**src/rtl/fhbc_pkg.sv**
```systemverilog
`timescale 1ns / 1ps
`default_nettype none
// ----------------------------------------------------------------------------
// fhbc_pkg
// Shared types and constants for the float / half / bfloat16 converter.
// ----------------------------------------------------------------------------
package fhbc_pkg;

    typedef enum logic [1:0] {
        MODE_HALF_TO_SINGLE  = 2'd0,
        MODE_SINGLE_TO_HALF  = 2'd1,
        MODE_BF16_TO_SINGLE  = 2'd2,
        MODE_SINGLE_TO_BF16  = 2'd3
    } mode_t;

    // single-to-half range class
    typedef enum logic [1:0] {
        CAT_ZERO   = 2'd0,
        CAT_SUB    = 2'd1,
        CAT_NORM   = 2'd2,
        CAT_NAN    = 2'd3
    } s2h_cat_t;

    localparam logic [30:0] S2H_TINY_LIMIT  = 31'h3300_0001;
    localparam logic [30:0] S2H_SUB_LIMIT   = 31'h3880_0000;
    localparam logic [30:0] S2H_CLAMP_LIMIT = 31'h4780_0001;
    localparam logic [30:0] S2H_CLAMP_VALUE = 31'h4780_0000;
    localparam logic [30:0] SINGLE_INF_MAG  = 31'h7f80_0000;
    localparam logic [31:0] H2S_REBIAS      = 32'h3800_0000;
    localparam logic [31:0] SINGLE_EXP_ONES = 32'h7f80_0000;
    localparam logic [14:0] S2H_REBIAS      = 15'h4000;
    localparam logic [7:0]  H2S_SUB_BIAS    = 8'd103;
    localparam logic [7:0]  S2H_SUB_BASE    = 8'd126;
    localparam logic [31:0] BF16_NAN        = 32'h0000_7fa0;

endpackage
`default_nettype wire

```
**src/rtl/float_half_bfloat_convert_unit.sv**
```systemverilog
`timescale 1ns / 1ps
`default_nettype none
// ----------------------------------------------------------------------------
// float_half_bfloat_convert_unit
// Single <-> half and single <-> bfloat16 conversion, round to nearest even.
// ----------------------------------------------------------------------------
// Takes one request per cycle while m_tready allows. A request passes the
// input register (classify), two pipeline stages (shift/add, round/select)
// and the output register before it shows up on m_tvalid. The pipeline holds
// on back-pressure; the output skid entry keeps s_tready registered, so one
// request per cycle is sustained whenever m_tready stays high.
module float_half_bfloat_convert_unit (
    input  wire logic        clk,
    input  wire logic        rst_n,
    input  wire logic        s_tvalid,
    output logic             s_tready,
    input  wire logic [31:0] s_tdata,   // [31:0] value
    input  wire logic [1:0]  s_tuser,   // [1:0] mode
    output logic             m_tvalid,
    input  wire logic        m_tready,
    output logic [31:0]      m_tdata    // [31:0] result
);

    logic en;

    // stage 1: input register
    logic                v1_reg;
    fhbc_pkg::mode_t     mode1_reg;
    logic [31:0]         value1_reg;

    // stage 1 classification
    logic [14:0]         c1_hmag;
    logic                c1_hzero;
    logic                c1_hsub;
    logic                c1_hinf;
    logic [3:0]          c1_lead;
    logic [30:0]         c1_smag;
    fhbc_pkg::s2h_cat_t  c1_cat;
    logic                c1_clamp;
    logic [7:0]          c1_sh8;
    logic                c1_bnan;

    // stage 2
    logic                v2_reg;
    fhbc_pkg::mode_t     mode2_reg;
    logic [31:0]         value2_reg;
    logic                hzero2_reg;
    logic                hsub2_reg;
    logic                hinf2_reg;
    logic [3:0]          lead2_reg;
    fhbc_pkg::s2h_cat_t  cat2_reg;
    logic                clamp2_reg;
    logic [4:0]          sh2_reg;
    logic                bnan2_reg;

    logic [31:0]         c2_sign;
    logic [7:0]          c2_hexp;
    logic [4:0]          c2_hshamt;
    logic [22:0]         c2_hbase;
    logic [22:0]         c2_hfrac;
    logic [31:0]         c2_hnorm;
    logic [31:0]         c2_wide;
    logic [47:0]         c2_subshift;
    logic [30:0]         c2_magc;
    logic [30:0]         c2_nsum;
    logic [14:0]         c2_n15;
    logic [32:0]         c2_bsum;

    // stage 3
    logic                v3_reg;
    fhbc_pkg::mode_t     mode3_reg;
    logic                sign3_reg;
    fhbc_pkg::s2h_cat_t  cat3_reg;
    logic [31:0]         wide3_reg;
    logic [10:0]         q3_reg;
    logic                guard3_reg;
    logic                sticky3_reg;
    logic [14:0]         n15_3_reg;
    logic [8:0]          pay3_reg;
    logic                bnan3_reg;
    logic [15:0]         bf3_reg;

    logic [10:0]         c3_qr;
    logic [31:0]         c3_result;

    // ---------------- stage 1 ----------------
    always_ff @(posedge clk or negedge rst_n)
    begin
        if (!rst_n)
        begin
            v1_reg <= 1'b0;
            v2_reg <= 1'b0;
            v3_reg <= 1'b0;
        end
        else if (en)
        begin
            v1_reg <= s_tvalid;
            v2_reg <= v1_reg;
            v3_reg <= v2_reg;
        end
    end

    always_ff @(posedge clk)
    begin
        if (en)
        begin
            mode1_reg  <= fhbc_pkg::mode_t'(s_tuser);
            value1_reg <= s_tdata;
        end
    end

    assign c1_hmag  = value1_reg[14:0];
    assign c1_hzero = (c1_hmag == 15'd0);
    assign c1_hsub  = (c1_hmag[14:10] == 5'd0);
    assign c1_hinf  = (c1_hmag[14:10] == 5'h1f);

    always_comb
    begin
        c1_lead = 4'd0;
        for (int i = 0; i < 10; i++)
        begin
            if (value1_reg[i])
            begin
                c1_lead = 4'(i);
            end
        end
    end

    assign c1_smag  = value1_reg[30:0];
    assign c1_clamp = (c1_smag >= fhbc_pkg::S2H_CLAMP_LIMIT);
    assign c1_sh8   = fhbc_pkg::S2H_SUB_BASE - c1_smag[30:23];
    assign c1_bnan  = (value1_reg[30:23] == 8'hff) && (value1_reg[15:0] != 16'd0);

    always_comb
    begin
        if (c1_smag < fhbc_pkg::S2H_TINY_LIMIT)
        begin
            c1_cat = fhbc_pkg::CAT_ZERO;
        end
        else if (c1_smag < fhbc_pkg::S2H_SUB_LIMIT)
        begin
            c1_cat = fhbc_pkg::CAT_SUB;
        end
        else if (c1_smag > fhbc_pkg::SINGLE_INF_MAG)
        begin
            c1_cat = fhbc_pkg::CAT_NAN;
        end
        else
        begin
            c1_cat = fhbc_pkg::CAT_NORM;
        end
    end

    // ---------------- stage 2 ----------------
    always_ff @(posedge clk)
    begin
        if (en)
        begin
            mode2_reg  <= mode1_reg;
            value2_reg <= value1_reg;
            hzero2_reg <= c1_hzero;
            hsub2_reg  <= c1_hsub;
            hinf2_reg  <= c1_hinf;
            lead2_reg  <= c1_lead;
            cat2_reg   <= c1_cat;
            clamp2_reg <= c1_clamp;
            sh2_reg    <= c1_sh8[4:0];
            bnan2_reg  <= c1_bnan;
        end
    end

    // half to single
    assign c2_sign   = {value2_reg[15], 31'd0};
    assign c2_hexp   = {4'd0, lead2_reg} + fhbc_pkg::H2S_SUB_BIAS;
    assign c2_hshamt = 5'd23 - {1'b0, lead2_reg};
    assign c2_hbase  = {13'd0, value2_reg[9:0]};
    assign c2_hfrac  = c2_hbase << c2_hshamt;

    always_comb
    begin
        c2_hnorm = {4'd0, value2_reg[14:0], 13'd0} + fhbc_pkg::H2S_REBIAS;
        if (hinf2_reg)
        begin
            c2_hnorm = c2_hnorm | fhbc_pkg::SINGLE_EXP_ONES;
        end
    end

    always_comb
    begin
        if (mode2_reg == fhbc_pkg::MODE_BF16_TO_SINGLE)
        begin
            c2_wide = {value2_reg[15:0], 16'd0};
        end
        else if (hzero2_reg)
        begin
            c2_wide = c2_sign;
        end
        else if (hsub2_reg)
        begin
            c2_wide = {value2_reg[15], c2_hexp, c2_hfrac};
        end
        else
        begin
            c2_wide = c2_sign | c2_hnorm;
        end
    end

    // single to half, subnormal range: quotient, guard and sticky
    assign c2_subshift = {1'b1, value2_reg[22:0], 24'd0} >> sh2_reg;

    // single to half, normal range
    assign c2_magc = clamp2_reg ? fhbc_pkg::S2H_CLAMP_VALUE : value2_reg[30:0];
    assign c2_nsum = c2_magc + 31'h0000_0fff + {30'd0, c2_magc[13]};
    assign c2_n15  = c2_nsum[27:13] + fhbc_pkg::S2H_REBIAS;

    // single to bfloat16
    assign c2_bsum = {1'b0, value2_reg} + 33'h0_0000_7fff + {32'd0, value2_reg[16]};

    // ---------------- stage 3 ----------------
    always_ff @(posedge clk)
    begin
        if (en)
        begin
            mode3_reg   <= mode2_reg;
            sign3_reg   <= value2_reg[31];
            cat3_reg    <= cat2_reg;
            wide3_reg   <= c2_wide;
            q3_reg      <= c2_subshift[34:24];
            guard3_reg  <= c2_subshift[23];
            sticky3_reg <= |c2_subshift[22:0];
            n15_3_reg   <= c2_n15;
            pay3_reg    <= value2_reg[21:13];
            bnan3_reg   <= bnan2_reg;
            bf3_reg     <= c2_bsum[31:16];
        end
    end

    assign c3_qr = q3_reg + {10'd0, guard3_reg & (sticky3_reg | q3_reg[0])};

    always_comb
    begin
        unique case (mode3_reg)
            fhbc_pkg::MODE_HALF_TO_SINGLE,
            fhbc_pkg::MODE_BF16_TO_SINGLE:
            begin
                c3_result = wide3_reg;
            end
            fhbc_pkg::MODE_SINGLE_TO_HALF:
            begin
                unique case (cat3_reg)
                    fhbc_pkg::CAT_ZERO: c3_result = {16'd0, sign3_reg, 15'd0};
                    fhbc_pkg::CAT_SUB:  c3_result = {16'd0, sign3_reg, 4'd0, c3_qr};
                    fhbc_pkg::CAT_NORM: c3_result = {16'd0, sign3_reg, n15_3_reg};
                    default:            c3_result = {16'd0, sign3_reg, 6'h3f, pay3_reg};
                endcase
            end
            default:
            begin
                c3_result = bnan3_reg ? fhbc_pkg::BF16_NAN : {16'd0, bf3_reg};
            end
        endcase
    end

    // ---------------- output ----------------
    fhbc_skid #(
        .WIDTH (32)
    ) u_skid (
        .clk       (clk),
        .rst_n     (rst_n),
        .in_valid  (v3_reg),
        .in_ready  (en),
        .in_data   (c3_result),
        .out_valid (m_tvalid),
        .out_ready (m_tready),
        .out_data  (m_tdata)
    );

    assign s_tready = en;

endmodule
`default_nettype wire

```
**src/rtl/fhbc_skid.sv**
```systemverilog
`timescale 1ns / 1ps
`default_nettype none
// ----------------------------------------------------------------------------
// fhbc_skid
// Output register with a skid entry; the upstream ready is registered.
// ----------------------------------------------------------------------------
module fhbc_skid #(
    parameter int WIDTH = 32
) (
    input  wire logic             clk,
    input  wire logic             rst_n,
    input  wire logic             in_valid,
    output logic                  in_ready,
    input  wire logic [WIDTH-1:0] in_data,
    output logic                  out_valid,
    input  wire logic             out_ready,
    output logic [WIDTH-1:0]      out_data
);

    logic             out_valid_reg;
    logic             out_valid_next;
    logic [WIDTH-1:0] out_data_reg;
    logic [WIDTH-1:0] out_data_next;
    logic             skid_valid_reg;
    logic             skid_valid_next;
    logic [WIDTH-1:0] skid_data_reg;
    logic [WIDTH-1:0] skid_data_next;

    assign in_ready  = !skid_valid_reg;
    assign out_valid = out_valid_reg;
    assign out_data  = out_data_reg;

    always_comb
    begin
        out_valid_next  = out_valid_reg;
        out_data_next   = out_data_reg;
        skid_valid_next = skid_valid_reg;
        skid_data_next  = skid_data_reg;
        if (skid_valid_reg)
        begin
            if (out_ready)
            begin
                out_data_next   = skid_data_reg;
                skid_valid_next = 1'b0;
            end
        end
        else if (in_valid)
        begin
            if (!out_valid_reg || out_ready)
            begin
                out_valid_next = 1'b1;
                out_data_next  = in_data;
            end
            else
            begin
                skid_valid_next = 1'b1;
                skid_data_next  = in_data;
            end
        end
        else if (out_ready)
        begin
            out_valid_next = 1'b0;
        end
    end

    always_ff @(posedge clk or negedge rst_n)
    begin
        if (!rst_n)
        begin
            out_valid_reg  <= 1'b0;
            skid_valid_reg <= 1'b0;
        end
        else
        begin
            out_valid_reg  <= out_valid_next;
            skid_valid_reg <= skid_valid_next;
        end
    end

    always_ff @(posedge clk)
    begin
        out_data_reg  <= out_data_next;
        skid_data_reg <= skid_data_next;
    end

endmodule
`default_nettype wire

```
**config.mk**
```make
export PLATFORM = sky130hd
export DESIGN_NAME = float_half_bfloat_convert_unit
export DESIGN_NICKNAME = d
export VERILOG_FILES = /design/src/rtl/fhbc_pkg.sv /design/src/rtl/float_half_bfloat_convert_unit.sv /design/src/rtl/fhbc_skid.sv
export SDC_FILE = /design/constraint.sdc
export NUM_CORES = 1
export LEC_CHECK = 0
export BUFFER_PORTS_ARGS = -buffer_cell sky130_fd_sc_hd__buf_2
export CELL_PAD_IN_SITES_DETAIL_PLACEMENT = 0
export CELL_PAD_IN_SITES_GLOBAL_PLACEMENT = 1
export CORE_UTILIZATION = 32
export CTS_CLUSTER_DIAMETER = 80
export CTS_CLUSTER_SIZE = 25
export DETAILED_ROUTE_END_ITERATION = 8
export GPL_TIMING_DRIVEN = 0
export PLACE_DENSITY_LB_ADDON = 0.05
export SLEW_MARGIN = 20
export SYNTH_ARGS = -nofsm -noshare
export SYNTH_HDL_FRONTEND = slang
export SYNTH_HIERARCHICAL = 1
export SYNTH_SLANG_ARGS = --single-unit
```
**constraint.sdc**
```tcl
create_clock -name clk -period 8.37 [get_ports clk]
set_input_delay 0.4185 -clock clk [delete_from_list [all_inputs] [get_ports clk]]
set_output_delay 0.4185 -clock clk [all_outputs]
set_load 0.02 [all_outputs]
```
======== Word-level counts from Yosys, hierarchy flattened ========
Cells that the tools add are included.
operators by class
  $add $sub $neg .......................... 10
  $mul .................................... 0
  div/mod/pow operators ................... 0
  $lt $le $gt $ge ......................... 4
  equality and inequality tests ........... 9
  shift operators ......................... 2
  mux-type cells .......................... 29
  bitwise logic cells ..................... 5
  reductions and logical operators ........ 20
operators with widths
  kind                                                           count
  two-way mux 32 bit                                             7
  case mux 32 bit (2 select lines)                               1
  less-than comparator 31 x 30 -> 1 bit (second input constant)  2
  right shift 48 x 5 -> 35 bit                                   1
  case mux 15 bit (3 select lines)                               1
  adder 32 x 1 -> 32 bit                                         1
  adder 32 x 15 -> 32 bit (second input constant)                1
  bitwise OR 32 bit                                              1
  adder 28 x 30 -> 31 bit (second input constant)                1
  >= comparator 31 bit (second input constant)                   1
  > comparator 31 bit (second input constant)                    1
  two-way mux 31 bit                                             1
  adder 28 x 1 -> 28 bit                                         1
  adder 28 x 12 -> 28 bit (second input constant)                1
  two-way mux 28 bit                                             1
  two-way mux 4 bit                                              6
  OR reduction 23 bit                                            1
  left shift 10 x 5 -> 23 bit                                    1
  two-way mux 16 bit                                             1
  nonzero test 16 bit                                            1
  adder 15 bit (second input constant)                           1
  zero test 15 bit                                               1
  adder 11 x 1 -> 11 bit                                         1
  two-way mux 1 bit                                              11
  other kinds (20)                                               33
word-level totals
  register bits ........................... 244
  latch bits .............................. 0
  memory bits (writable) .................. 0
  ROM bits ................................ 0
  bits of input ports ..................... 38
  output and inout port bits .............. 34
  word-level logic and storage cells ...... 112
  memories ................................ 0

======== Logic depth before layout (Yosys ltp) ========
Gate-level depths: netlist of run 1.
  depth after elaboration ................. 8
  depth in mapped cells ................... 10
  depth with buffers taken out ............ 10

======== Modules after synthesis ========
The synthesis of run 1 kept the hierarchy.
modules (own cells, without submodules)
  module                          times used  cells an instance  area an instance (um^2)  seq. area each (um^2)
  float_half_bfloat_convert_unit  1           754                9091.2                   5240.0
  fhbc_skid                       1           110                2479.9                   1971.9

======== Least setup slack after synthesis of run 1 ========
OpenSTA, ideal clock, no wires.
  path kind ............................... register -> register
  start point ............................. register u_skid.skid_valid_reg
  end point ............................... register v1_reg
  library setup time ...................... 0.130 ns
  arrival ................................. 3.044 ns
  required time ........................... 8.240 ns
  slack ................................... 5.196 ns
  stages on the path, launching flop included .. 5
  path buffers ............................ 2
  clock period less this slack ............ 3.174 ns
  cells stage by stage .................... dfrtp_1 buf_6 buf_6 inv_2 mux2_2
RTL lines
  what                    RTL line                              RTL
  from (decl)             fhbc_skid.sv:24                       logic skid_valid_reg;
  from (signal assigned)  fhbc_skid.sv:76                       skid_valid_reg <= skid_valid_next;
  to (signal assigned)    float_half_bfloat_convert_unit.sv:97  v1_reg <= s_tvalid;
  to (decl)               float_half_bfloat_convert_unit.sv:27  logic v1_reg;
No word-level cell between the ends.

==> summary.md, run 1 <==
| Metric | Value |
|---|---|
| Status | `completed` |
| Part of the cycle the worst path needs | `0.351` |
| Post-detail-place hpwl | `around 21000 um` |
| Gp weighted congestion | `slightly above 0.8` |
| Post-route cell area | `~0.013 mm2` |
| Number of diodes | `0` |
| Fin. Hold Viols | `0` |
| CTS Buf Count | `17` |
| Max_slew headroom | `0.422` |
| Setup_tns | `0 ns` |
| Pin count of the biggest net entering global routing | `between 90 and 100` |
| Post-Synth Adder-Cell Area | `0.00649` |
| DRT Pass-1 Iters | `4` |
| Worst hold-check path type | `input pin to flip-flop` |
| Critical Path AT | `between 3 and 4 ns` |
| Worst slew pin tran | `0.867 ns` |
| PnR worst setup slack | `around 5.4 ns` |
| F_max | `~340 MHz` |
| FF/Latch Area | `a little over 0.007 mm2` |
| Post-synthesis cell area | `~0.012 mm2` |
| Syn_area_per_cell | `between 10 and 15 um2` |
| Global route overflow | `0` |
| Iter 0 DRT Violations | `413` |
| XOR/XNOR Fraction of Synth Area | `0.0318` |
| Crit-path max FO | `10` |
| DR vias | `7038` |
| Worst Hold Depth | `1` |
| Share of the synthesized area in the top cell type | `0.612` |
| Worst-path clk slew | `around 0.09 ns` |
| Commonest non-fill, non-tap cell in the layout | `edfxtp_1` |
| Reg2Reg Setup Slack | `between 5 and 6 ns` |
| Clock sinks | `between 200 and 250` |
| CP Capture Type | `flip-flop` |
| CP startpoint kind | `flip-flop` |
| Pins over their slew limit | `0` |
| RSZ-0062 raised after global routing | `false` |
| Detailed Route WL | `approximately 28000 um` |
| Final net count | `~1000` |
| Top cells by area, synth | `edfxtp_1 61%, mux2_2 3.9%, mux4_2 3.7%` |
| Initial antenna violation count | `1` |
| CTS tree | `built` |
| Mux cell area share after synthesis | `0.121` |
| H-tree Lvls | `1` |
| Setup Crit Path Kind | `flip-flop to flip-flop` |
| Antenna-violating nets left | `0` |
| Dpl cell area | `0.0126 mm2` |
| Synth Register Bits | `241` |
| Gr usage total | `0.159` |
| Max rail drop VDD | `roughly 180 uV` |
| Vias in the first global route | `roughly 7200` |
| Core Area | `approximately 0.036 mm2` |
| Die area | `approximately 0.037 mm2` |
| Worst EP required | `about 8.6 ns` |
| Initial core utilization | `0.325` |
| Fillers | `around 3500` |
| Largest family of logic cells by synthesized area | `multiplexers` |
| Layout cells sized above 1 | `0.195` |
| Commonest cells after routing, fill and taps aside | `236 x edfxtp_1, 76 x buf_2, 67 x nor2_1` |
| Ys flop type | `edfxtp_1` |
| Final setup fails | `0` |
| Async S/R FF share, synth | `0.0207` |
| First-pass GRT wire length | `44200 um` |
| Max cap viols | `0` |
| Yosys warning count | `6` |
| Cell taking the most area after synthesis | `edfxtp_1` |
| Multi-input logic area | `0.00403 mm2` |
| Layout Skew | `between 0.03 and 0.04 ns` |
| Avg WL per Cell | `roughly 20 um` |
| # rows | `~70` |
| Power Density | `between 400 and 500 mW/mm2` |
| # port buffers | `71` |
| Vias per inst | `approximately 4.9` |
| Worst-Skew Late Latency | `~0.52 ns` |
| Top Ports | `between 70 and 80` |
| Post-synthesis simple-gate area fraction | `0.102` |
| Post-layout min period | `between 2 and 3 ns` |
| Die Wd | `between 150 and 200 um` |
| Leak | `approximately 4.7 nW` |
| DP Worst Slack | `5.37 ns` |
| Post-synth EDFFs | `between 200 and 250` |
| DRC | `0` |
| Seq/Total Area, Yosys | `0.623` |
| Post-synthesis instance total | `864` |
| Count of cell types in the netlist | `slightly above 60` |
| Clk buf depth | `3` |
| Die Span Y | `about 190 um` |
| Root Driver | `clkbuf_16` |
| R2R cell count | `7` |
| Area Growth Syn to Fin | `13.4%` |
| Synth Area in Compound Gates | `0.0852` |
## cell families (layout without fill, tap and decap cells)
group / Yosys count / after routing
flip-flops: 241 / 241
AND/OR/NAND/NOR: 242 / 242
multiplexers: 103 / 103
AO/OA/AOI/OAI: 149 / 149
other: 1 / 7
buffers and inverters: 80 / 182
adder cells (fa/ha/maj): 6 / 6
XOR/XNOR: 42 / 42
## power breakdown
group	switching (W)	total, W	internal (W)
Sequential	0.000279	0.00231	0.00203
Clock	0.000460	0.000863	0.000403
Combinational	0.00137	0.00227	0.000900
Total	0.00211	0.00544	0.00333
## final timing paths
| check | from | endpoint |
|---|---|---|
| max | value2_reg[23] | sticky3_reg |
| min | s_tuser[0] | mode1_reg[0] |
| max reg2reg | value2_reg[23] | sticky3_reg |
| min reg2reg | cat2_reg[0] | cat3_reg[0] |
| max in group asynchronous | rst_n | v1_reg |
| min in group asynchronous | rst_n | u_skid/skid_valid_reg |
## layout make-up
class	instances	share of cell area
multi-input cells	549	0.307
plain buffers	58	0.0206
well taps	461	0.0439
clock buffers	19	0.0330
repair buffers	73	0.0299
inverters	22	0.00686
flip-flops and latches	241	0.549
clock inverters	10	0.00925
## critical path: stages (launching register included)
cell and delay (ns):
edfxtp_1 0.35, clkbuf_1 0.47, buf_1 0.47, buf_1 0.58, a211oi_1 0.13, a2111o_1 0.40
o211ai_1 0.11, o2111ai_1 0.14
## timing repair
action,4_1_cts,5_1_grt
setup buffers,0,0
setup endpoints to repair,0,0
gates resized for setup,0,0
hold buffers,1,0
hold endpoints to repair,5,0
## per-layer routing
metal | GRT usage | vias to the layer above | part of all wire
met5 | 0 | - | 0
met4 | 0.0478 | 0 | 0.029
met3 | 0.0227 | 39 | 0.034
met2 | 0.249 | 124 | 0.45
met1 | 0.227 | 3418 | 0.49
li1 | - | 3457 | -
## metrics by stage
stage / instances / hold WS (ns) / power [W] / utilization
floorplan: 870 / 0.123 / 0.00387 / -
global placement: 1402 / 0.239 / 0.00466 / 0.352
detailed placement: 1403 / 0.238 / 0.00463 / 0.353
CTS: 1433 / 0.0480 / 0.00551 / 0.369
global route: 1433 / 0.0441 / 0.00581 / 0.369
finish: 1433 / 0.0707 / 0.00544 / 0.369
## synthesized netlist by cell type, drive strengths merged, types with 3 or more instances
| cell | instances |
|---|---|
| o31ai | 7 |
| o2bb2ai | 4 |
| nor3 | 14 |
| clkinv | 3 |
| xnor2 | 23 |
| a2111oi | 4 |
| o21a | 3 |
| mux2 | 56 |
| o21ai | 31 |
| nand3 | 24 |
| o22a | 3 |
| a31oi | 3 |
| clkbuf | 40 |
| and2 | 7 |
| nor2 | 67 |
| o211ai | 10 |
| mux4 | 19 |
| a221o | 4 |
| and3 | 11 |
| dfrtp | 5 |
| a22o | 5 |
| nand2 | 56 |
| nor2b | 23 |
| inv | 19 |
| xor2 | 19 |
| edfxtp | 236 |
| or2 | 4 |
| nor4 | 8 |
| a22oi | 8 |
| a21oi | 38 |
| a21o | 6 |
| a221oi | 4 |
| ha | 6 |
| nand2b | 14 |
| o22ai | 7 |
| mux2i | 28 |
| buf | 18 |
| nand4 | 7 |
Power figures use the tool's default switching activity.
==> run 2: changes to the inputs <==
==> constraint.sdc (replaced) <==
create_clock -name clk -period 2.55 [get_ports clk]
set_input_delay 0.1275 -clock clk [delete_from_list [all_inputs] [get_ports clk]]
set_output_delay 0.1275 -clock clk [all_outputs]
set_load 0.02 [all_outputs]
==> run 2 against run 1 <==
  * The flow now finishes with violations (setup timing)
  * Routed wire length is 0.91% higher
  * Cell area is 5.5% higher
  * Clock skew fell by 0.0077 ns
  * Global-route usage shrank 0.16 points
  * Maximum frequency rose by 8.5%
  * Combinational power grew to 3.6 times the previous value
  * Critical path type unchanged
  * Critical endpoint unchanged
  * Highest routed layer unchanged
==> summary.md, run 2 (synthesis gave the netlist of run 1 again) <==
| Metric | Value |
|---|---|
| Max cap viols | `0` |
| Crit path cell chain | `clkbuf_4 > mux4_2 > mux2_4 > mux2_4 > a2111oi_4 > and4b_1 > o2111ai_1` |
| Final setup fails | `2` |
| H-tree Lvls | `1` |
| CP Capture Type | `flip-flop` |
| First-pass GRT wire length | `~44000 um` |
| Vias in the first global route | `between 7000 and 8000` |
| Global route overflow | `0` |
| Top Ports | `72` |
| DR vias | `between 7000 and 8000` |
| Critical Path AT | `between 2 and 3 ns` |
| DRT Pass-1 Iters | `4` |
| Number of diodes | `0` |
| Commonest non-fill, non-tap cell in the layout | `edfxtp_1` |
| Dpl cells | `about 1400` |
| Clock sinks | `between 200 and 250` |
| Crit path from | `value2_reg[13]` |
| Worst EP required | `2.77 ns` |
| Avg WL per Cell | `around 19 um` |
| Failing checks | `setup timing` |
| Crit Reg-Reg Startpoint | `value2_reg[13]` |
| DR top layer | `met4` |
| Crit-path max FO | `10` |
| # rows | `between 60 and 70` |
| Worst-path clk slew | `0.09 ns` |
| Final net count | `1066` |
| Leak | `between 5 and 6 nW` |
| Post-detail-place hpwl | `20400 um` |
| RSZ-0062 raised after global routing | `true` |
| Pin count of the biggest net entering global routing | `roughly 130` |
| CP startpoint kind | `flip-flop` |
| Status | `complete, but fails checks` |
| Worst slew pin tran | `around 0.88 ns` |
| Max rail drop VDD | `647 uV` |
| Part of the cycle the worst path needs | `1.06` |
| Core Area | `0.0356 mm2` |
| Worst hold-check path type | `input pin to flip-flop` |
| Setup Crit Path Kind | `flip-flop to flip-flop` |
| DRC | `0` |
| Met3 wire length | `903 um` |
| Slowest-stage cell, CP | `mux4_2` |
| Initial core utilization | `0.325` |
| Fin util | `0.389` |
| Iter 0 DRT Violations | `about 400` |
| Commonest cells after routing, fill and taps aside | `236 x edfxtp_1, 75 x buf_2, 67 x nor2_1` |
| Root Driver | `clkbuf_16` |
| Fillers | `between 3000 and 4000` |
| Worst path max stage delay | `~0.5 ns` |
| PnR worst setup slack | `-0.154 ns` |
| Layout cells sized above 1 | `0.227` |
| Max_slew headroom | `0.416` |
| # port buffers | `between 70 and 80` |
| Multi-input logic area | `~0.004 mm2` |
| Worst-Skew Late Latency | `a little over 0.5 ns` |
| Pins over their slew limit | `0` |
| Die area | `approximately 0.037 mm2` |
| CTS Buf Count | `17` |
| Power Density | `roughly 1300 mW/mm2` |
| Clk buf depth | `3` |
| Area Growth Syn to Fin | `19.6%` |
| Gr usage total | `0.157` |
| Die Wd | `about 190 um` |
| Die Span Y | `between 150 and 200 um` |
| Detailed Route WL | `approximately 29000 um` |
| Routed met2 length | `around 13000 um` |
| Gp weighted congestion | `0.826` |
| Post-layout min period | `roughly 2.7 ns` |
| Layout Skew | `roughly 0.028 ns` |
| CTS tree | `built` |
| Vias per inst | `about 5` |
| M1 WL | `roughly 14000 um` |
| Initial antenna violation count | `0` |
| F_max | `about 370 MHz` |
| Fin. Hold Viols | `0` |
| Most frequent CP cell | `mux2_4` |
| Finished Layout Cells | `~1500` |
| Hold Crit Start | `s_tdata[31]` |
| FF/Latch Area | `0.00721 mm2` |
| Antenna-violating nets left | `0` |
[run 2: metrics by stage]
step / total power [W] / hold slack, ns / area (um2) / TNS, ns / setup WS [ns]
2_1_floorplan: 0.0127 / -0.168 / 11600 / 0 / 0.0889
3_3_place_gp: 0.0152 / -0.0529 / 12500 / -41.86 / -0.482
3_5_place_dp: 0.0152 / -0.0506 / 12600 / -1.77 / -0.461
4_1_cts: 0.0188 / 0.294 / 13800 / -0.273 / -0.173
5_1_grt: 0.0199 / 0.299 / 13800 / -0.397 / -0.253
6_report: 0.0187 / 0.323 / 13800 / -0.179 / -0.154
[run 2: final timing paths]
| kind | to | slack [ns] | cells after the start |
|---|---|---|---|
| setup reg to reg | sticky3_reg | -0.15 | 7 |
| min in group asynchronous | v3_reg | 0.51 | 3 |
| setup / recovery | sticky3_reg | -0.15 | 7 |
| hold reg to reg | value2_reg[31] | 0.43 | 0 |
| hold / removal | value1_reg[31] | 0.32 | 2 |
| max in group asynchronous | v1_reg | 1.84 | 3 |
[run 2: final cells by class]
cell class	count	share of cell area
repair buffers	139	0.0745
plain buffers	52	0.0193
clock buffers	19	0.0313
well taps	461	0.0417
clock inverters	11	0.0118
multi-input cells	549	0.294
inverters	22	0.00687
flip-flops and latches	241	0.521
[run 2: critical path, delay by kind of cell, from the launching register on]
kind            cells  cell delay [ns]
compound gates      2             0.37
buf+inv             1             0.26
flops               1             0.47
simple gates        1             0.24
mux                 3             1.09
[run 2: report_power, final]
group	total, W	switching [W]	internal, W
Clock	0.00297	0.00153	0.00144
Sequential	0.00760	0.000954	0.00665
Combinational	0.00808	0.00460	0.00348
[run 2: repair_timing]
| action | 4_1_cts | 5_1_grt |
|---|---|---|
| pin swaps | 1 | 3 |
| hold buffers | 38 | 0 |
| gates cloned | 1 | 1 |
| setup endpoints to repair | 12 | 6 |
| buffers inserted | 21 | 6 |
| resized for setup | 14 | 7 |
| hold endpoints to repair | 42 | 0 |
[run 2: routing by layer]
layer,GRT usage,up-vias
met5,0,-
met4,0.0548,0
met3,0.0190,38
met2,0.247,155
met1,0.223,3551
li1,-,3578
